==> config.mk <==
export PLATFORM = sky130hd
export DESIGN_NAME = char_lcd_4bit_sequencer
export DESIGN_NICKNAME = d
export VERILOG_FILES = /design/src/hw/rtl/lcd4_seq_pkg.sv /design/src/hw/rtl/lcd4_seq_front.sv /design/src/hw/rtl/lcd4_seq_fifo.sv /design/src/hw/rtl/lcd4_seq_back.sv /design/src/hw/rtl/char_lcd_4bit_sequencer.sv
export VERILOG_INCLUDE_DIRS = /design/src /design/src/hw/rtl
export SDC_FILE = /design/constraint.sdc
export NUM_CORES = 1
export LEC_CHECK = 0
export BUFFER_PORTS_ARGS = -buffer_cell sky130_fd_sc_hd__buf_2
export CAP_MARGIN = 20
export CELL_PAD_IN_SITES_DETAIL_PLACEMENT = 1
export CELL_PAD_IN_SITES_GLOBAL_PLACEMENT = 1
export CORE_ASPECT_RATIO = 1.25
export CORE_MARGIN = 2
export CORE_UTILIZATION = 42
export CTS_CLUSTER_DIAMETER = 30
export CTS_CLUSTER_SIZE = 8
export DETAILED_ROUTE_END_ITERATION = 8
export GPL_ROUTABILITY_DRIVEN = 0
export PLACE_DENSITY = 0.86
export SKIP_CTS_REPAIR_TIMING = 1
export SYNTH_ARGS = -nofsm -noshare
export SYNTH_HDL_FRONTEND = slang
export SYNTH_SLANG_ARGS = --single-unit
export TNS_END_PERCENT = 50
==> constraint.sdc <==
create_clock -name clk -period 2.15 [get_ports clk]
set_input_delay 0.3225 -clock clk [delete_from_list [all_inputs] [get_ports clk]]
set_output_delay 0.3225 -clock clk [all_outputs]
set_load 0.005 [all_outputs]
==> src/hw/rtl/char_lcd_4bit_sequencer_defines.svh <==
// Assertion macros for the character LCD sequencer.
// Define ASSERT_OFF to compile every check away.
`ifndef CHAR_LCD_4BIT_SEQUENCER_DEFINES_SVH
`define CHAR_LCD_4BIT_SEQUENCER_DEFINES_SVH

`ifndef ASSERT_OFF
// same-cycle implication, sampled on clk, quiet during rst
`define LCD4_ASSERT_IMP(lbl, ante, cons, msg) \
  lbl: assert property (@(posedge clk) disable iff (rst) (ante) |-> (cons)) \
    else $error(msg);
// next-cycle implication
`define LCD4_ASSERT_NXT(lbl, ante, cons, msg) \
  lbl: assert property (@(posedge clk) disable iff (rst) (ante) |=> (cons)) \
    else $error(msg);
`else
`define LCD4_ASSERT_IMP(lbl, ante, cons, msg)
`define LCD4_ASSERT_NXT(lbl, ante, cons, msg)
`endif

`endif

==> src/hw/rtl/lcd4_seq_pkg.sv <==
package lcd4_seq_pkg;

  // request codes
  typedef enum logic [1:0] {
    OP_INIT   = 2'd0,
    OP_CMD    = 2'd1,
    OP_DATA   = 2'd2,
    OP_CURSOR = 2'd3
  } op_t;

  // action kinds
  localparam logic ACT_WAIT   = 1'b0;
  localparam logic ACT_STROBE = 1'b1;

  localparam logic [7:0] LINE0_BASE = 8'h80;
  localparam logic [7:0] LINE1_BASE = 8'hC0;

  localparam int STEP_W    = 5;
  localparam int INIT_LEN  = 25;
  localparam int BYTE_LEN  = 4;
  localparam logic [STEP_W-1:0] INIT_LAST = STEP_W'(INIT_LEN - 1);
  localparam logic [1:0]        BYTE_LAST = 2'(BYTE_LEN - 1);

  // job queue depth
  localparam int QDEPTH = 2;
  localparam int QPTR_W = 1;
  localparam int QCNT_W = 2;

  typedef struct packed {
    logic [1:0] operation;
    logic [7:0] value;
    logic       row;
    logic [5:0] col;
  } req_t;

  typedef struct packed {
    logic       action_kind;
    logic       reg_select;
    logic [3:0] nibble;
    logic [4:0] wait_ms;
    logic       last;
  } action_t;

  // classified request, as held in the queue
  typedef struct packed {
    logic       is_init;
    logic       rs;
    logic [7:0] byte_val;
  } job_t;

  typedef struct packed {
    logic full;
    logic empty;
  } q_stat_t;

  function automatic action_t mk_wait(input logic [4:0] ms);
    action_t a;
    a             = '0;
    a.action_kind = ACT_WAIT;
    a.wait_ms     = ms;
    return a;
  endfunction

  function automatic action_t mk_strobe(input logic rs, input logic [3:0] nib);
    action_t a;
    a             = '0;
    a.action_kind = ACT_STROBE;
    a.reg_select  = rs;
    a.nibble      = nib;
    return a;
  endfunction

  // hi nibble, 1 ms, lo nibble, 2 ms
  function automatic action_t byte_action(input job_t j, input logic [1:0] step);
    action_t a;
    case (step)
      2'd0:    a = mk_strobe(j.rs, j.byte_val[7:4]);
      2'd1:    a = mk_wait(5'd1);
      2'd2:    a = mk_strobe(j.rs, j.byte_val[3:0]);
      default: a = mk_wait(5'd2);
    endcase
    return a;
  endfunction

  // wake-up nibbles, then 0x28, 0x0C, 0x01, extra 5 ms, 0x06
  function automatic action_t init_action(input logic [STEP_W-1:0] step);
    action_t a;
    case (step)
      5'd0:    a = mk_wait(5'd20);
      5'd1:    a = mk_strobe(1'b0, 4'h3);
      5'd2:    a = mk_wait(5'd5);
      5'd3:    a = mk_strobe(1'b0, 4'h3);
      5'd4:    a = mk_wait(5'd1);
      5'd5:    a = mk_strobe(1'b0, 4'h3);
      5'd6:    a = mk_wait(5'd1);
      5'd7:    a = mk_strobe(1'b0, 4'h2);
      5'd8:    a = mk_strobe(1'b0, 4'h2);
      5'd9:    a = mk_wait(5'd1);
      5'd10:   a = mk_strobe(1'b0, 4'h8);
      5'd11:   a = mk_wait(5'd2);
      5'd12:   a = mk_strobe(1'b0, 4'h0);
      5'd13:   a = mk_wait(5'd1);
      5'd14:   a = mk_strobe(1'b0, 4'hC);
      5'd15:   a = mk_wait(5'd2);
      5'd16:   a = mk_strobe(1'b0, 4'h0);
      5'd17:   a = mk_wait(5'd1);
      5'd18:   a = mk_strobe(1'b0, 4'h1);
      5'd19:   a = mk_wait(5'd2);
      5'd20:   a = mk_wait(5'd5);
      5'd21:   a = mk_strobe(1'b0, 4'h0);
      5'd22:   a = mk_wait(5'd1);
      5'd23:   a = mk_strobe(1'b0, 4'h6);
      5'd24:   a = mk_wait(5'd2);
      default: a = '0;
    endcase
    return a;
  endfunction

  typedef enum logic {
    BK_IDLE,
    BK_RUN
  } back_state_t;

endpackage

==> src/hw/rtl/lcd4_seq_front.sv <==
module lcd4_seq_front (
  input  logic                 clk,
  input  logic                 rst,
  input  logic                 start,
  input  lcd4_seq_pkg::req_t   req,
  input  logic                 q_full,
  output logic                 busy,
  output logic                 push,
  output lcd4_seq_pkg::job_t   job
);

  logic               slot_valid;
  logic               take;
  lcd4_seq_pkg::job_t job_next;

  assign busy = slot_valid && q_full;
  assign take = start && !busy;
  assign push = slot_valid && !q_full;

  // classify the request into a byte job or an init job
  always_comb begin
    job_next = '0;
    case (req.operation)
      lcd4_seq_pkg::OP_INIT: begin
        job_next.is_init = 1'b1;
      end
      lcd4_seq_pkg::OP_CMD: begin
        job_next.byte_val = req.value;
      end
      lcd4_seq_pkg::OP_DATA: begin
        job_next.rs       = 1'b1;
        job_next.byte_val = req.value;
      end
      default: begin
        // cursor: line base plus column, never wraps with a 6-bit column
        job_next.byte_val = (req.row ? lcd4_seq_pkg::LINE1_BASE
                                     : lcd4_seq_pkg::LINE0_BASE) + {2'b00, req.col};
      end
    endcase
  end

  always_ff @(posedge clk) begin
    if (rst) begin
      slot_valid <= 1'b0;
    end else if (take) begin
      slot_valid <= 1'b1;
    end else if (push) begin
      slot_valid <= 1'b0;
    end
  end

  always_ff @(posedge clk) begin
    if (take) begin
      job <= job_next;
    end
  end

endmodule

==> src/hw/rtl/lcd4_seq_fifo.sv <==
module lcd4_seq_fifo (
  input  logic                  clk,
  input  logic                  rst,
  input  logic                  push,
  input  lcd4_seq_pkg::job_t    push_data,
  input  logic                  pop,
  output lcd4_seq_pkg::job_t    pop_data,
  output lcd4_seq_pkg::q_stat_t stat
);

  lcd4_seq_pkg::job_t                     mem [lcd4_seq_pkg::QDEPTH];
  logic [lcd4_seq_pkg::QPTR_W-1:0]        wr_ptr;
  logic [lcd4_seq_pkg::QPTR_W-1:0]        rd_ptr;
  logic [lcd4_seq_pkg::QCNT_W-1:0]        count;

  localparam logic [lcd4_seq_pkg::QPTR_W-1:0] PTR_END =
    lcd4_seq_pkg::QPTR_W'(lcd4_seq_pkg::QDEPTH - 1);

  assign stat.full  = (count == lcd4_seq_pkg::QCNT_W'(lcd4_seq_pkg::QDEPTH));
  assign stat.empty = (count == '0);
  assign pop_data   = mem[rd_ptr];

  always_ff @(posedge clk) begin
    if (push) begin
      mem[wr_ptr] <= push_data;
    end
  end

  always_ff @(posedge clk) begin
    if (rst) begin
      wr_ptr <= '0;
      rd_ptr <= '0;
      count  <= '0;
    end else begin
      if (push) begin
        wr_ptr <= (wr_ptr == PTR_END) ? '0 : wr_ptr + 1'b1;
      end
      if (pop) begin
        rd_ptr <= (rd_ptr == PTR_END) ? '0 : rd_ptr + 1'b1;
      end
      case ({push, pop})
        2'b10:   count <= count + 1'b1;
        2'b01:   count <= count - 1'b1;
        default: count <= count;
      endcase
    end
  end

endmodule

==> src/hw/rtl/lcd4_seq_back.sv <==
module lcd4_seq_back (
  input  logic                  clk,
  input  logic                  rst,
  input  logic                  q_empty,
  input  lcd4_seq_pkg::job_t    q_data,
  output logic                  pop,
  output logic                  strobe,
  output lcd4_seq_pkg::action_t result
);

  lcd4_seq_pkg::back_state_t               state;
  lcd4_seq_pkg::back_state_t               state_next;
  logic [lcd4_seq_pkg::STEP_W-1:0]         step;
  lcd4_seq_pkg::job_t                      cur;
  logic                                    last_now;

  assign last_now = (state == lcd4_seq_pkg::BK_RUN) &&
                    (cur.is_init ? (step == lcd4_seq_pkg::INIT_LAST)
                                 : (step[1:0] == lcd4_seq_pkg::BYTE_LAST));

  // next job loads on the final beat, so jobs run without a gap
  assign pop = !q_empty && ((state == lcd4_seq_pkg::BK_IDLE) || last_now);

  always_comb begin
    state_next = state;
    case (state)
      lcd4_seq_pkg::BK_IDLE: begin
        if (!q_empty) state_next = lcd4_seq_pkg::BK_RUN;
      end
      lcd4_seq_pkg::BK_RUN: begin
        if (last_now && q_empty) state_next = lcd4_seq_pkg::BK_IDLE;
      end
      default: state_next = lcd4_seq_pkg::BK_IDLE;
    endcase
  end

  always_comb begin
    strobe = 1'b0;
    result = '0;
    case (state)
      lcd4_seq_pkg::BK_RUN: begin
        strobe      = 1'b1;
        result      = cur.is_init ? lcd4_seq_pkg::init_action(step)
                                  : lcd4_seq_pkg::byte_action(cur, step[1:0]);
        result.last = last_now;
      end
      default: begin
        strobe = 1'b0;
      end
    endcase
  end

  always_ff @(posedge clk) begin
    if (rst) begin
      state <= lcd4_seq_pkg::BK_IDLE;
      step  <= '0;
    end else begin
      state <= state_next;
      if (pop) begin
        step <= '0;
      end else if (state == lcd4_seq_pkg::BK_RUN) begin
        step <= step + 1'b1;
      end
    end
  end

  always_ff @(posedge clk) begin
    if (pop) begin
      cur <= q_data;
    end
  end

endmodule

==> src/hw/rtl/char_lcd_4bit_sequencer.sv <==
// Four-bit character LCD sequencer: turns requests into a run of pin actions.
// Request side: present req and raise start; the beat is taken on a rising
//   edge with start high and busy low. Operations are init, command byte,
//   data byte and set cursor (row/col become a DDRAM address byte).
// Result side: one action per cycle, marked by strobe, valid that cycle only.
//   An action is a wait (wait_ms) or an enable strobe (reg_select, nibble);
//   last flags the final action of a request.
// Request path: when idle, an accepted request is registered in the front slot,
//   then the job queue, then the back's job register, before its first action shows.
// Throughput: the back sequencer emits one action per cycle while it has a job;
//   a byte request is 4 actions and init is 25; requests queued behind the
//   running one follow with no idle cycle between them.
// A front slot plus a 2-deep job queue buffer requests; busy rises only when
//   both are full, so start can run ahead of the actions being emitted.
// Reset (rst, synchronous) empties the slot and queue and idles the sequencer;
//   no action is shown until a new request comes in.
// The receiver cannot stall: every strobed beat is taken.
`include "char_lcd_4bit_sequencer_defines.svh"

module char_lcd_4bit_sequencer (
  input  logic                  clk,
  input  logic                  rst,
  input  logic                  start,
  input  lcd4_seq_pkg::req_t    req,
  output logic                  busy,
  output logic                  strobe,
  output lcd4_seq_pkg::action_t result
);

  logic                  q_push;
  logic                  q_pop;
  lcd4_seq_pkg::job_t    front_job;
  lcd4_seq_pkg::job_t    q_job;
  lcd4_seq_pkg::q_stat_t q_stat;

  // front: take the request, turn it into a byte or init job
  lcd4_seq_front u_front (
    .clk    (clk),
    .rst    (rst),
    .start  (start),
    .req    (req),
    .q_full (q_stat.full),
    .busy   (busy),
    .push   (q_push),
    .job    (front_job)
  );

  // job queue between front and back
  lcd4_seq_fifo u_fifo (
    .clk       (clk),
    .rst       (rst),
    .push      (q_push),
    .push_data (front_job),
    .pop       (q_pop),
    .pop_data  (q_job),
    .stat      (q_stat)
  );

  // back: step through each job's actions, one per cycle
  lcd4_seq_back u_back (
    .clk     (clk),
    .rst     (rst),
    .q_empty (q_stat.empty),
    .q_data  (q_job),
    .pop     (q_pop),
    .strobe  (strobe),
    .result  (result)
  );

  // busy only when the queue is backed up
  `LCD4_ASSERT_IMP(a_busy_needs_full_q, busy, q_stat.full, "busy while queue not full")
  // a queued job means the sequencer is emitting next cycle
  `LCD4_ASSERT_NXT(a_queue_drains, !q_stat.empty, strobe, "queued job not started")
  // actions of one request come out with no gap
  `LCD4_ASSERT_NXT(a_run_unbroken, strobe && !result.last, strobe, "gap inside a request")
  // a wait carries no pin levels, a strobe no delay
  `LCD4_ASSERT_IMP(a_unused_zero, strobe, (result.action_kind == lcd4_seq_pkg::ACT_WAIT) ? (result.reg_select == 1'b0 && result.nibble == 4'h0) : (result.wait_ms == 5'd0), "unused action field set")

endmodule

* Yosys cells after proc, flatten, opt, wreduce, memory -nomap -nowiden
Memory sizes are Yosys's and may differ from the RTL's. A register that Yosys moved wholly into a read port is not among the register bits.
Index checks and enable logic that the tools add are counted.
** Cells by class
- Bitwise operators :: 1
- Muxes and demuxes :: 21
- Eq/ne operators :: 9
- Reduce and logical (&&, ||, !) cells :: 17
- $add $sub $neg :: 6
** Operator list (count)
- case mux 12 bit (3 select lines) :: 1
- 2-to-1 mux 12 bit :: 2
- case mux 8 bit (2 select lines) :: 1
- 2-to-1 mux 1 bit :: 12
- == test 2 bit, second input constant :: 5
- 2-to-1 mux 5 bit :: 2
- adder 8 x 6 -> 8 bit :: 1
- 2-to-1 mux 7 bit :: 1
- == test 2 x 1 -> 1 bit, second input constant :: 3
- logical AND 1 bit :: 6
- zero test 2 bit :: 3
- adder 5 x 1 -> 5 bit, second input constant :: 1
- == test 5 bit, second input constant :: 1
- case mux 2 bit (2 select lines) :: 1
- nonzero test 2 bit :: 2
- OR reduction 2 bit :: 2
- zero test 1 bit :: 3
- adder 1 bit, second input constant :: 2
- adder 2 x 1 -> 2 bit, second input constant :: 1
- case mux 1 bit (2 select lines) :: 1
- subtractor 2 x 1 -> 2 bit, second input constant :: 1
- logical OR 1 bit :: 1
- NOT 1 bit :: 1
** Word-level totals
- Logic and storage cells :: 65
- Bits in read-only memories :: 288
- Bits of input ports :: 20
- Flip-flop bits (word level) :: 21
- Output and inout port bits :: 14
- Memory bits (writable) :: 20
- Memories :: 2
** Memories
- (name not given) :: depth 32, bits a word 9, read ports 1, clocked after Yosys merged registers in 1, write ports 0, line lcd4_seq_pkg.sv:88 : case (step)
- u_fifo.mem :: depth 2, bits a word 10, read ports 1, clocked after Yosys merged registers in 1, write ports 1, line lcd4_seq_fifo.sv:11 : lcd4_seq_pkg::job_t mem [lcd4_seq_pkg::QDEPTH];

* Depth between registers and ports, before layout
Gate-level depths: netlist (run 1).
- Depth in word-level cells :: 7
- Mapped depth :: 10
- Depth with buffers taken out :: 9

* Cells and area by module
Synthesis (run 1) repeated with hierarchy kept, for this count alone.
** Second synthesis, totals
- Cells, all modules :: 219
- Area total of the unflattened synthesis :: 2817.7 sq um
** By module, submodules not included
- lcd4_seq_back :: area each 1387.6 sq um, times used 1, cells an instance 130, seq. area each 600.6 sq um
- lcd4_seq_fifo :: area each 923.4 sq um, times used 1, cells an instance 53, seq. area each 700.7 sq um
- lcd4_seq_front :: area each 506.7 sq um, times used 1, cells an instance 36, seq. area each 320.3 sq um

* Worst setup path after synthesis (run 1)
OpenSTA, ideal clock, no wires.
- Path type :: reg2reg
- Start point :: register u_back.step[0] in the netlist's numbering
- End point :: register u_fifo.count[1] in the netlist's numbering
- Path buffers :: 1
- Arrival time :: 2204 ps
- Period minus slack after synthesis :: 2275 ps
- Stages on the path, launching flop included :: 9
- Library setup time :: 71 ps
- Required time :: 2079 ps
- Setup slack :: -125 ps
- Cell sequence :: dfxtp_1 -> inv_1 -> ha_1 -> nand4b_2 -> a311oi_2 -> buf_6 -> ha_1 -> or3_1 -> a21oi_1
** On the way
- Longest elaborated chain between the ends :: 7
- Elaborated cells on any way between the ends :: 10
- Classes of those cells :: eq/ne (4); mux (2); reduce/logical (4)
** RTL lines
- from (decl) :: line lcd4_seq_back.sv:13 : logic [lcd4_seq_pkg::STEP_W-1:0] step;
- from (signal assigned) :: line lcd4_seq_back.sv:62 : step <= step + 1'b1;
- == test 5 bit / == test 2 bit (equally long branches) :: line lcd4_seq_back.sv:18, lcd4_seq_back.sv:19
- 2-to-1 mux 1 bit * :: line lcd4_seq_back.sv:18 : (cur.is_init ? (step == lcd4_seq_pkg::INIT_LAST)
- logical AND 1 bit * :: line lcd4_seq_back.sv:17 : assign last_now = (state == lcd4_seq_pkg::BK_RUN) &&
- logical OR 1 bit * :: line lcd4_seq_back.sv:22 : assign pop = !q_empty && ((state == lcd4_seq_pkg::BK_IDLE) || last_now);
- logical AND 1 bit * :: line lcd4_seq_back.sv:22
- net q_pop :: line char_lcd_4bit_sequencer.sv:31 : logic q_pop;
- == test 2 x 1 -> 1 bit / == test 2 bit (equally long branches) :: line lcd4_seq_fifo.sv:41 : case ({push, pop})
- case mux 2 bit (2 select lines) / nonzero test 2 bit (equally long branches)
- to (signal assigned) :: line lcd4_seq_fifo.sv:42 : 2'b10: count <= count + 1'b1;
- to (signal assigned) :: line lcd4_seq_fifo.sv:43 : 2'b01: count <= count - 1'b1;
- to (signal assigned) :: line lcd4_seq_fifo.sv:44 : default: count <= count;
- to (decl) :: line lcd4_seq_fifo.sv:14 : logic [lcd4_seq_pkg::QCNT_W-1:0] count;
The timed path passes the listed nets; every way through them passes the cells marked *.
A chain may end at the register's enable or synchronous reset.

* Final worst setup path (run 1)
- Start point :: register u_back.step[0] in the netlist's numbering
- End point :: register u_fifo.count[1] in the netlist's numbering
** On the way
- Longest elaborated chain between the ends :: 7
- Elaborated cells on any way between the ends :: 10
- Classes of those cells :: eq/ne (4); mux (2); reduce/logical (4)
** RTL lines (line)
- == test 5 bit / == test 2 bit (equally long branches) :: lcd4_seq_back.sv:18, lcd4_seq_back.sv:19
- 2-to-1 mux 1 bit * :: lcd4_seq_back.sv:18
- logical AND 1 bit * :: lcd4_seq_back.sv:17
- logical OR 1 bit * :: lcd4_seq_back.sv:22
- logical AND 1 bit * :: lcd4_seq_back.sv:22
- == test 2 x 1 -> 1 bit / == test 2 bit (equally long branches) :: lcd4_seq_fifo.sv:41
- case mux 2 bit (2 select lines) / nonzero test 2 bit (equally long branches)
Every way passes the cells marked *; elsewhere a longest branch is shown, timed or not.

==> impl_metrics.ini, run 1 <==
[outcome]
outcome = completed

[worst_setup_path]
path_class = reg2reg
critPathLaunchType = register
crit_start = u_back.step[0]$_SDFFE_PP0P_
max_stage_delay_ps = 370
required_ps = 2410
worst-path-buf-inv = 2
cp-end-kind = register
worst_path_max_delay_cell = or3_1
cp_common_cell = ha_4
crit_path_cell_trace = inv_2, ha_4, nand4b_4, a311oi_4, buf_4, ha_4, or3_1, a21oi_1
reg2reg_from = u_back.step[0]$_SDFFE_PP0P_
cpLargestDelayFamily = simple AND/OR/NAND/NOR gates
cp_max_fo = 6
worstPathArrival_ps = 2310

[floorplanning]
dieArea_um2 = 7400
core_area_um2 = 6520
initial_core_util_pct = 43.3
die_h_um = 95.7
io-pin-count = 34
rows = 33
die_w_um = 77.4

[timing]
fmax_mhz = 488
setup_viol = 0
slew_violations = 0
min_period_ps = 2050
worst_pin_slew_ps = 518
min_period_over_period_pct = 95.3
max-slew-margin-rel_pct = 65.4
clock_skew_ps = 10.9
hold_viol = 0

[detailed_routing]
wl_per_cell_um = 17.3
wl_um = 6490
ant_nets = 0
drc = 0
drt-initial-drc-count = 80
drtPass1Iterations = 4
vias_per_cell = 5.36
vias = 2015

[global_route]
grt_antenna_before_repair = 0
grt_start_max_net_pins = 19
overflow = 0
grt_first_pass_wirelength_um = 10800
grt_pass1_vias = 2208
grt_use_total_pct = 19.2

[pwr]
p_leak_nw = 1.38
p_per_area_nw_per_um2 = 1200
ir_worst_vdd_uv = 721

[placed_design]
dpl_cell_area_um2 = 3150
hpwlAfterDp_um = 4570
port_buffers = 32

[final_layout]
fin_nets = 314
fill_cells = 724
diodes = 0
area_growth_pct = 20.4
design_area_um2 = 3400
fin_util_pct = 52.1
drive_above_1_share_pct = 30.8

[cts]
cts_root_buf = clkbuf_8
clk_latency_ps = 330
htree_levels = 3
clk_pin_slew_worst_paths_ps = 70
cts_buffers = 9
cts_buffer_depth = 2
cts_sinks = 60
cts_tree = done

[synth]
syn-cell-area_um2 = 2830
synthCells = 237
yosys-top-cells-area = edfxtp_1 (43%), dfxtp_1 (14%), ha_1 (4.4%)
synth_top_area_share_pct = 42.5
ys_ff_latch = 60
yosysMostFrequentCell = edfxtp_1
ys.flop_type = edfxtp_1
syn-mean-instance-area_um2 = 11.9
synthTopCellsByCount = edfxtp_1 (40), dfxtp_1 (20), nand2_1 (17), nor2_1 (17)
async_flop_share_pct = 0
yosys_warnings = 0
synth.distinct_cells = 50
synth-edff-count = 40
syn-num-nets = 267
yosysTopAreaCell = edfxtp_1
synth_seq_area_share_pct = 56.7

[min_path]
hp-class = in2reg
hold_start = start

[job]
cap_viol_max_count = 0
-- stage by stage --
| step | total power, mW | TNS (ps) | cells | hold slack, ps | setup slack, ps |
|---|---|---|---|---|---|
| finish | 4.10 | 0 | 376 | 210 | 101 |
| global route | 4.33 | -5.35 | 376 | 238 | -5.35 |
| CTS | 4.04 | 0 | 375 | 197 | 41.6 |
| detailed placement | 2.97 | 0 | 359 | 438 | 60.9 |
| global placement | 2.91 | 0 | 359 | 423 | 190 |
| floorplan | 2.53 | 0 | 237 | 421 | 41.5 |
-- area by class of cell --
cell class	instances	area (um2)	share of cell area, %
sequential	60	1600	47.2
multi-input combinational	155	1160	34.1
timing repair buffer	49	288	8.46
clock buffer	9	124	3.64
tap	87	109	3.20
clock inverter	7	82.6	2.43
inverter	9	33.8	0.993
-- power breakdown --
part / total [mW] / switching [mW] / internal [mW]
Sequential: 1.67 / 0.143 / 1.53
Clock: 1.04 / 0.484 / 0.552
Combinational: 1.39 / 0.756 / 0.632
Total: 4.10 / 1.38 / 2.71
-- worst paths after layout --
check / end / slack, ps / cells past startpoint
worst max-delay path: u_fifo.count[1]$_SDFFE_PP0P_ / 100 / 8
worst min-delay path: u_front.slot_valid$_SDFFE_PP0P_ / 210 / 3
worst max register to register: u_fifo.count[1]$_SDFFE_PP0P_ / 100 / 8
worst min register to register: u_fifo.mem[0][2]$_DFFE_PP_ / 460 / 0
-- layout by cell type, fill, tap and decap left out, types with 3 or more instances in the layout --
master,count
and3_1,3
dfxtp_1,18
mux2i_1,3
nor3_1,4
xor2_1,6
xnor2_1,4
ha_1,8
a22o_1,10
a21oi_1,8
nor2_1,17
buf_4,17
buf_2,32
nor2b_1,10
nand2_1,17
o21ai_0,4
edfxtp_1,40
a22oi_1,4
mux2_2,10
nand4_1,4
nor3b_1,4
nand3_1,4
inv_1,7
o22ai_1,4
clkbuf_8,9
-- worst register-to-register path: stages (launching register included) --
cell and delay [ps]:
dfxtp_2 340, inv_2 90, ha_4 180, nand4b_4 130, a311oi_4 350, buf_4 180, ha_4 200, or3_1 370
a21oi_1 140
-- cells by family (layout without fill, tap and decap cells) --
| group | count (synthesis) | count (layout) | share of synthesized area [%] |
|---|---|---|---|
| simple gates | 76 | 76 | 14.6 |
| flops | 60 | 60 | 56.7 |
| compound gates | 44 | 44 | 11.6 |
| buf+inv | 22 | 74 | 3.85 |
| mux | 13 | 13 | 5.05 |
| xor+xnor | 11 | 11 | 3.68 |
| fa+ha+maj | 10 | 10 | 4.43 |
| other cells | 1 | 1 | 0.133 |
-- routing by layer --
metal	global-route usage (%)	routed length (um)
met5	0	0
met4	10.1	149
met3	4.32	244
met2	37.0	3690
met1	19.3	2410
No activity file was read; power rests on OpenSTA's default activity.
==> run 2: changes to the inputs <==
Settings changed: PLACE_DENSITY 0.86 to unset, PLACE_DENSITY_LB_ADDON set to 0.15.
==> impl_metrics.ini, run 2 (synthesized netlist as in run 1, its figures left out) <==
[outcome]
outcome = completed

[pwr]
p_int_mw = 2.81
switchingPower_mw = 1.33
p_leak_nw = 1.37
fin_total_pwr_mw = 4.14
clkPwrFrac_pct = 27.1
p_per_area_nw_per_um2 = 1210
p_sw_share_pct = 32.2
p_seq_share_pct = 40.3
power_frac_comb_pct = 32.6
ir_worst_vdd_uv = 493

[cts]
cts_root_buf = clkbuf_8
clk_latency_ps = 330
cts_buffers = 9
cts_tree = done
cts_sinks = 60
cts_buffer_depth = 2
clk_pin_slew_worst_paths_ps = 70
htree_levels = 3

[global_route]
grt_use_total_pct = 18.2
grtUsageMet1_pct = 18.2
grt_start_max_net_pins = 24
grt_pass1_vias = 2038
overflow = 0
gr-usage-met3_pct = 3.75
grt_first_pass_wirelength_um = 10100
grt_busiest_layer = met2
gr-usage-met2_pct = 36.4
grt_antenna_before_repair = 0

[worst_setup_path]
worstPathArrival_ps = 1700
crit_start = u_back.step[1]$_SDFFE_PP0P_
reg2reg_from = u_back.step[0]$_SDFFE_PP0P_
cp-end-kind = primary output
required_ps = 1830
critPathLaunchType = register
path_class = reg2out
cp_max_fo = 10

[detailed_routing]
vias = 1965
drt-initial-drc-count = 43
drc = 0
ant_nets = 0
drtPass1Iterations = 4
wl_per_cell_um = 16.5
vias_per_cell = 5.23
wl_um = 6190

[final_layout]
fin_util_pct = 52.5
design_area_um2 = 3430
diodes = 0
final_common_cell = edfxtp_1
layoutNonFillerInstCount = 376
mostFrequentLayoutCells = edfxtp_1 (40), buf_2 (32), dfxtp_1 (18), nand2_1 (17), nor2_1 (16)
fin_nets = 314
area_growth_pct = 21.3
drive_above_1_share_pct = 30.1

[timing]
fmax_mhz = 493
hold_viol = 0
min_period_ps = 2030
slew_violations = 0
worst_slack_ps = 124
clock_skew_ps = 15.2
fin_tns_setup_ps = 0
rsz0062_at_grt = no
timing.hold.ws_ps = 217
min_period_over_period_pct = 94.3
setup_viol = 0

[floorplanning]
die_h_um = 95.7
dieArea_um2 = 7400
initial_core_util_pct = 43.3
io-pin-count = 34
rows = 33
die_w_um = 77.4
core_area_um2 = 6520

[placed_design]
numPlacedInstances = 360
hpwlAfterDp_um = 4680
port_buffers = 32
dpl_cell_area_um2 = 3190
place_ws_ps = 72.5

[min_path]
hp-class = in2reg
hold_start = start

[job]
cap_viol_max_count = 0
## run 2: changes by cell type in the layout (fill, tap and decap cells not counted), moves of 2 or more
cell / previous run / this run
buf_12: 0 / 2
buf_4: 17 / 15
inv_1: 7 / 9
inv_2: 2 / 0
## run 2: path summary, 6_finish.rpt
| check | end | slack (ps) | cells after the start |
|---|---|---|---|
| min | u_front.slot_valid$_SDFFE_PP0P_ | 220 | 3 |
| max reg2reg | u_fifo.count[1]$_SDFFE_PP0P_ | 130 | 7 |
| min reg2reg | u_fifo.mem[1][2]$_DFFE_PP_ | 450 | 0 |
| max | result[6] | 120 | 7 |
## run 2: worst max-delay path: stages, from the launching register on
cell,delay (ps)
dfxtp_4,400
inv_1,90
ha_4,170
buf_4,150
a22o_1,230
a22oi_1,160
nor2b_1,60
buf_2,120
## run 2: power groups by stage
stage,logic (mW),clock network (mW),registers (mW)
finish,1.35,1.12,1.67
global route,1.49,1.21,1.70
CTS,1.34,1.15,1.67
detailed placement,1.33,0,1.69
global placement,1.32,0,1.67
floorplan,0.901,0,1.63
## run 2: metal layers
layer,up-vias,part of all wire [%]
li1,956,-
met1,957,38
met2,42,57
met3,10,2.7
met4,0,2.1
met5,-,0
## run 2: area by class of cell
cell class	count	area, um2
Fill cell	737	3100
Inverter	9	33.8
Multi-Input combinational cell	155	1140
Sequential cell	60	1610
Clock inverter	7	98.8
Tap cell	87	109
Clock buffer	9	124
Timing Repair Buffer	49	313
